<file path="src/design/bfa_pkg.sv">
// ----------------------------------------------------------------------------
// bfa_pkg
// Shared types and codes of the bitmap frame allocator: request kinds,
// response payload and the result of the map word unit.
// ----------------------------------------------------------------------------
package bfa_pkg;

  localparam int MAP_WORD_BITS = 32;
  localparam int PAGE_SHIFT    = 12;

  localparam logic [2:0] KIND_ALLOC = 3'd0;
  localparam logic [2:0] KIND_MARK  = 3'd1;
  localparam logic [2:0] KIND_FREE  = 3'd2;
  localparam logic [2:0] KIND_QUERY = 3'd3;
  localparam logic [2:0] KIND_RANGE = 3'd4;

  localparam logic [31:0] USED_BYTES_STEP = 32'h0000_1000;

  typedef struct packed {
    logic [15:0] result_frame;
    logic [27:0] frame_address;
    logic        bit_value;
    logic        status;
    logic [31:0] used_bytes;
  } rsp_t;

  typedef struct packed {
    logic [MAP_WORD_BITS-1:0] new_word;
    logic                     found;
    logic [4:0]               zero_pos;
    logic                     bit_val;
  } wu_out_t;

endpackage

</file>
<file path="src/design/bfa_rsp_if.sv">
// ----------------------------------------------------------------------------
// bfa_rsp_if
// Response channel: valid/ready handshake with the allocator result fields.
// ----------------------------------------------------------------------------
interface bfa_rsp_if;
  logic        valid;
  logic        ready;
  logic [15:0] result_frame;
  logic [27:0] frame_address;
  logic        bit_value;
  logic        status;
  logic [31:0] used_bytes;

  modport source (output valid, output result_frame, output frame_address,
                  output bit_value, output status, output used_bytes, input ready);
  modport sink   (input valid, input result_frame, input frame_address,
                  input bit_value, input status, input used_bytes, output ready);
endinterface

</file>
<file path="src/design/bfa_out_stage.sv">
// ----------------------------------------------------------------------------
// bfa_out_stage
// Output register for the response channel; frees the sequencer as soon
// as a result is held.
// ----------------------------------------------------------------------------
module bfa_out_stage
  import bfa_pkg::*;
(
  input  logic       clk,
  input  logic       rst,
  input  logic       push_valid,
  output logic       push_ready,
  input  rsp_t       push_data,
  bfa_rsp_if.source  rsp
);

  logic full;
  rsp_t held;

  assign push_ready = !full || rsp.ready;

  always_ff @(posedge clk) begin
    if (rst) begin
      full <= 1'b0;
    end else if (push_valid && push_ready) begin
      full <= 1'b1;
    end else if (rsp.ready) begin
      full <= 1'b0;
    end
  end

  always_ff @(posedge clk) begin
    if (push_valid && push_ready) begin
      held <= push_data;
    end
  end

  assign rsp.valid         = full;
  assign rsp.result_frame  = held.result_frame;
  assign rsp.frame_address = held.frame_address;
  assign rsp.bit_value     = held.bit_value;
  assign rsp.status        = held.status;
  assign rsp.used_bytes    = held.used_bytes;

endmodule

</file>
<file path="src/flat_wrapper.sv">
// flat-port wrapper written by rule: the top's interface ports become plain ports
module bfa_out_stage_flat import bfa_pkg::*;
  (clk, rst, push_valid, push_ready, push_data, rsp_valid, rsp_result_frame, rsp_frame_address, rsp_bit_value, rsp_status, rsp_used_bytes, rsp_ready);
  bfa_rsp_if rsp_i ();
  input  logic clk;
  input  logic rst;
  input  logic push_valid;
  output logic push_ready;
  input  rsp_t push_data;
  output wire logic [$bits(rsp_i.valid)-1:0] rsp_valid;
  output wire logic [$bits(rsp_i.result_frame)-1:0] rsp_result_frame;
  output wire logic [$bits(rsp_i.frame_address)-1:0] rsp_frame_address;
  output wire logic [$bits(rsp_i.bit_value)-1:0] rsp_bit_value;
  output wire logic [$bits(rsp_i.status)-1:0] rsp_status;
  output wire logic [$bits(rsp_i.used_bytes)-1:0] rsp_used_bytes;
  input wire logic [$bits(rsp_i.ready)-1:0] rsp_ready;
  assign rsp_valid = rsp_i.valid;
  assign rsp_result_frame = rsp_i.result_frame;
  assign rsp_frame_address = rsp_i.frame_address;
  assign rsp_bit_value = rsp_i.bit_value;
  assign rsp_status = rsp_i.status;
  assign rsp_used_bytes = rsp_i.used_bytes;
  assign rsp_i.ready = rsp_ready;
  bfa_out_stage u_core (.clk(clk), .rst(rst), .push_valid(push_valid), .push_ready(push_ready), .push_data(push_data), .rsp(rsp_i));
endmodule
</file>
<file path="config.mk">
export PLATFORM = sky130hd
export DESIGN_NAME = bfa_out_stage_flat
export DESIGN_NICKNAME = d
export VERILOG_FILES = /design/src/design/bfa_pkg.sv /design/src/design/bfa_rsp_if.sv /design/src/design/bfa_out_stage.sv /design/src/flat_wrapper.sv
export SDC_FILE = /design/constraint.sdc
export NUM_CORES = 1
export LEC_CHECK = 0
export BUFFER_PORTS_ARGS = -buffer_cell sky130_fd_sc_hd__buf_2
export CAP_MARGIN = 10
export CORE_MARGIN = 3
export CORE_UTILIZATION = 40
export DETAILED_ROUTE_END_ITERATION = 7
export HOLD_SLACK_MARGIN = 0.03
export PLACE_DENSITY = 0.83
export SYNTH_ARGS = -nofsm -noshare
export SYNTH_HDL_FRONTEND = slang
export SYNTH_SLANG_ARGS = --single-unit
</file>
<file path="constraint.sdc">
create_clock -name clk -period 1.7 [get_ports clk]
set_clock_uncertainty 0.15 [all_clocks]
set_input_delay 0.255 -clock clk [delete_from_list [all_inputs] [get_ports clk]]
set_output_delay 0.255 -clock clk [all_outputs]
set_load 0.02 [all_outputs]
</file>
; ---- Yosys cells after proc, flatten, opt, wreduce, memory -nomap -nowiden
; Cells that the tools add are included.
[word_totals]
regBits = 79
in_bits = 82
out_inout_bits = 80
elab_cells = 12
[classes]
mux = 2
reduce_logical = 4
[op_table]
columns = operator, n
row1 = 1-bit 2-to-1 mux, 2
row2 = 2-bit nonzero test, 1
row3 = 1-bit logical AND, 1
row4 = 1-bit logical NOT, 1
row5 = 1-bit logical OR, 1

; ---- Logic depth before layout (Yosys ltp)
[depth]
word_depth = 4
ltp_mapped = 2
mapped_depth_nobuf = 2

; ---- Worst setup path before layout
; Ideal clock, no wire load.
[synth_timing]
path_kind = reg-to-reg
startpoint = reg u_core.full (netlist: u_core.rsp.valid)
endpoint = reg u_core.held, in the netlist u_core.rsp.bit_value (enable)
t_arrival_ns = 1.178
period_less_slack_ns = 1.709
required_time_ns = 1.168
setup_ns = 0.382
setup_slack_ns = -0.009
n_path_buf = 0
stages_incl_launch_ff = 3
cell_sequence = dfxtp_1 -> nand2b_4 -> and2_4
[synth_between]
elab_chain_cells = 3
[synth_rtl]
columns = item, line
row1 = "start, declared", bfa_out_stage.sv:17  ; logic full;
row2 = "start signal, assigned", bfa_out_stage.sv:24  ; full <= 1'b0;
row3 = "start signal, assigned", bfa_out_stage.sv:26  ; full <= 1'b1;
row4 = "start signal, assigned", bfa_out_stage.sv:28  ; full <= 1'b0;
row5 = 1-bit logical NOT, bfa_out_stage.sv:20  ; assign push_ready = !full || rsp.ready;
row6 = 1-bit logical OR, bfa_out_stage.sv:20
row7 = via push_ready, flat_wrapper.sv:8  ; output logic push_ready;
row8 = 1-bit logical AND, bfa_out_stage.sv:33  ; if (push_valid && push_ready) begin
row9 = "end signal, assigned", bfa_out_stage.sv:34  ; held <= push_data;
row10 = "end, declared", bfa_out_stage.sv:18  ; rsp_t held;
; The timed path passes the listed nets, and every way through them passes these cells.
; A chain may end at the register's enable or synchronous reset.

; ---- Worst setup path in the final report
[layout_timing]
startpoint = in rst
endpoint = reg u_core.full (netlist: u_core.rsp.valid)
[layout_lines]
columns = item, line
row1 = "start, declared", flat_wrapper.sv:6  ; input logic rst;
; No word-level cell between the ends.

==> impl_results.md <==
* Hold Path Sink: u_core.rsp.frame_address[24]
* CP Max Fanout at 1
* Slew Viols, Final at 0
* Setup-failing EPs final at 0
* Post-synth EDFFs at 78
* CP max stage delay at 0.54 ns
* Fmax at roughly 700 MHz
* DRC errors left at 0
* Pwr/cell area at between 1000 and 1500 nW/um2
* Core box area at 5640 um2
* Post-synth cell types at 6
* Period utilization at 83.1%
* Seq/Total Area, Yosys at 98.5%
* Pre-CTS WS at around 0.28 ns
* Synth Instances at 83
* Die height at 83.4 um
* Critical-path cell list: dlygate4sd3_1 -> buf_2 -> a21oi_2 -> dlygate4sd3_1
* Vias in the first global route at 2,090
* Global-route wire length before repair at 10.7 mm
* Slowest CP cell: dlygate4sd3_1
* Ys async rst share at 0%
* Worst setup EP type: register
* Yosys top cell by area: edfxtp_1
* Fin area at 4400 um2
* Row count at 27
* Maxcap violations at 0
* Dpl cells at around 320
* CP dominant cell by count: dlygate4sd3_1
* Non-filler cells, final at a little over 400
* Setup TNS at 0 ns
* Max rail drop VDD at 0.675 mV
* Cell count along the critical path at 4
* Setup slack, reg-to-reg at 0.33 ns
* I/O pins at between 150 and 200
* Crit start category: primary input
* Primary FF master, synth: edfxtp_1
* CTS tree: done
* RSZ-0062 raised after global routing: no
* Clock transition at path regs at roughly 0.070 ns
* Reg2reg start: u_core.rsp.valid
* Synth warn at 0
* Maximum buffer depth of the clock tree at 2
* Final Util at 78.0%
* All-Layer GR Usage at 20.8%
* Buffers added on ports at around 160
* Worst slew pin tran at 0.190 ns
* Clk sinks at 79
* Vias at 1,788
* Largest net degree at the start of global routing at 36
* Area grow syn2layout at 83.5%
* Post-Syn Area at 2400 um2
* Mapped Nets at 165
* WHS at 0.277 ns
* GRT overflow at 0
* Initial antenna violation count at 0
* Delay-heaviest family, CP: buffers and inverters
* Avg Inst Size Synth at 28.9 um2
* Area contributors post-synth: edfxtp_1 98%, dfxtp_1 0.84%, nand2b_4 0.57%
* Area after DPL at 3330 um2
* Post-synth top area share at 97.7%
* Via density at 4.31
* GPL Wtd Cong at around 0.7
* Logic gate share of total power at 12.1%
* Top-count cell post-synth: edfxtp_1
* Detailed Route WL at 6.89 mm
* Internal at 3.67 mW
* Layout cell share with drive strength beyond 1 at 53.2%
* CTS root buffer: clkbuf_8
* Reg power frac at 49.8%
* Skew-Pair Late Insertion Delay at 0.33 ns
* Die area at 6960 um2
* Final WS setup at 0.288 ns
* #FFs+latches synth at 79
* Worst EP required at 1.82 ns
* Min Tclk post-route at between 1 and 1.5 ns
* Initial DRT Pass Iterations at 4
* Layout Nets at 419
* Routed Antenna Nets at 0
* Worst Path Arrival at roughly 1.5 ns
* Hold wc startpoint: push_valid
* Initial Util at 42.5%
* Switching share of power at 20.8%
* Setup Buffers After CTS at 0
* Relative slew margins at between 80% and 90%
* Final hold violation count at 0
* Hold path depth at 2
* CTS Buf Count at 9
* HP Class: in -> reg
* WP buf/inv at 3
* Status: finished, final reports clean
* CTS H-tree lvls at 3
* Worst flop-to-flop path endpoint: u_core.rsp.used_bytes[15]
* Wirelength per Cell at around 17 um
* Leakage at 1.90 nW
* Die width at 83.4 um
* Final Total Pwr at ~4.6 mW
* Clock network fraction of total power at 38.1%
* DRT iter0 DRCs at 80
* NetSw at 962 uW
* Setup Crit Path Kind: in -> reg
* Depth of the worst register-to-register path at 3
-- area by class of cell --
cell class / instances / area [um2]
Timing Repair Buffer: 243 / 1650
Fill cell: 329 / 1240
Multi-Input combinational cell: 3 / 31.3
Inverter: 1 / 3.75
Sequential cell: 79 / 2360
Antenna cell: 1 / 2.50
Clock inverter: 6 / 133
Clock buffer: 10 / 128
Tap cell: 72 / 90.1
-- worst reg2reg max path, delay by kind of cell (launching register included) --
kind                   cells  cell delay, ns
buffers and inverters      1            0.24
flip-flops                 1            0.34
AND/OR/NAND/NOR            2            0.33
-- kinds of logic after synthesis --
family	count (synthesis)	share of synthesized area (%)
DFF	79	98.5
and+or+nand+nor	2	0.939
buffers and inverters	1	0.156
AOI/OAI and AO/OA	1	0.365
-- power by group through the flow --
stage	registers [mW]	logic [mW]	clock network (mW)
4_1_cts	2.30	0.554	1.80
6_report	2.30	0.562	1.76
3_3_place_gp	2.34	0.403	0
5_1_grt	2.31	0.598	1.90
3_5_place_dp	2.35	0.411	0
2_1_floorplan	2.50	0.0411	0
-- state kept, by name (all words and copies together) (netlist names) --
signal	cells
u_core.rsp.valid	1
u_core.rsp.bit_value	1
u_core.rsp.status	1
u_core.rsp.result_frame	16
u_core.rsp.frame_address	28
u_core.rsp.used_bytes	32
-- what timing repair did --
action | 4_1_cts | 5_1_grt
gates resized for setup | 0 | 0
hold buffers | 80 | 0
hold endpoints to repair | 79 | 0
-- worst max path at each step --
| stage | start | to |
|---|---|---|
| final | rst | u_core.rsp.valid |
| after global routing | rst | u_core.rsp.valid |
| after CTS | u_core.rsp.valid | u_core.rsp.frame_address[0] |
| after detailed placement | rsp_ready | u_core.rsp.used_bytes[8] |
| after global placement | rsp_ready | u_core.rsp.frame_address[5] |
| after floorplan | u_core.rsp.valid | u_core.rsp.bit_value |
-- layer usage --
layer / up-vias / track usage [%] / part of all wire, %
met3: 21 / 7.44 / 9.4
li1: 841 / - / -
met5: - / 0 / 0
met2: 120 / 35.1 / 51
met1: 806 / 22.7 / 37
met4: 0 / 11.5 / 3.1
-- placed cells by master, fill, tap and decap left out --
| cell type | n |
|---|---|
| a21oi_2 | 1 |
| and2_4 | 1 |
| buf_12 | 2 |
| buf_2 | 161 |
| bufinv_16 | 4 |
| clkbuf_1 | 1 |
| clkbuf_8 | 9 |
| clkinv_2 | 1 |
| clkinvlp_4 | 1 |
| dfxtp_2 | 1 |
| diode_2 | 1 |
| dlygate4sd3_1 | 80 |
| edfxtp_1 | 78 |
| inv_1 | 1 |
| nand2b_4 | 1 |
Note: power is estimated with default switching activity, not from simulation.
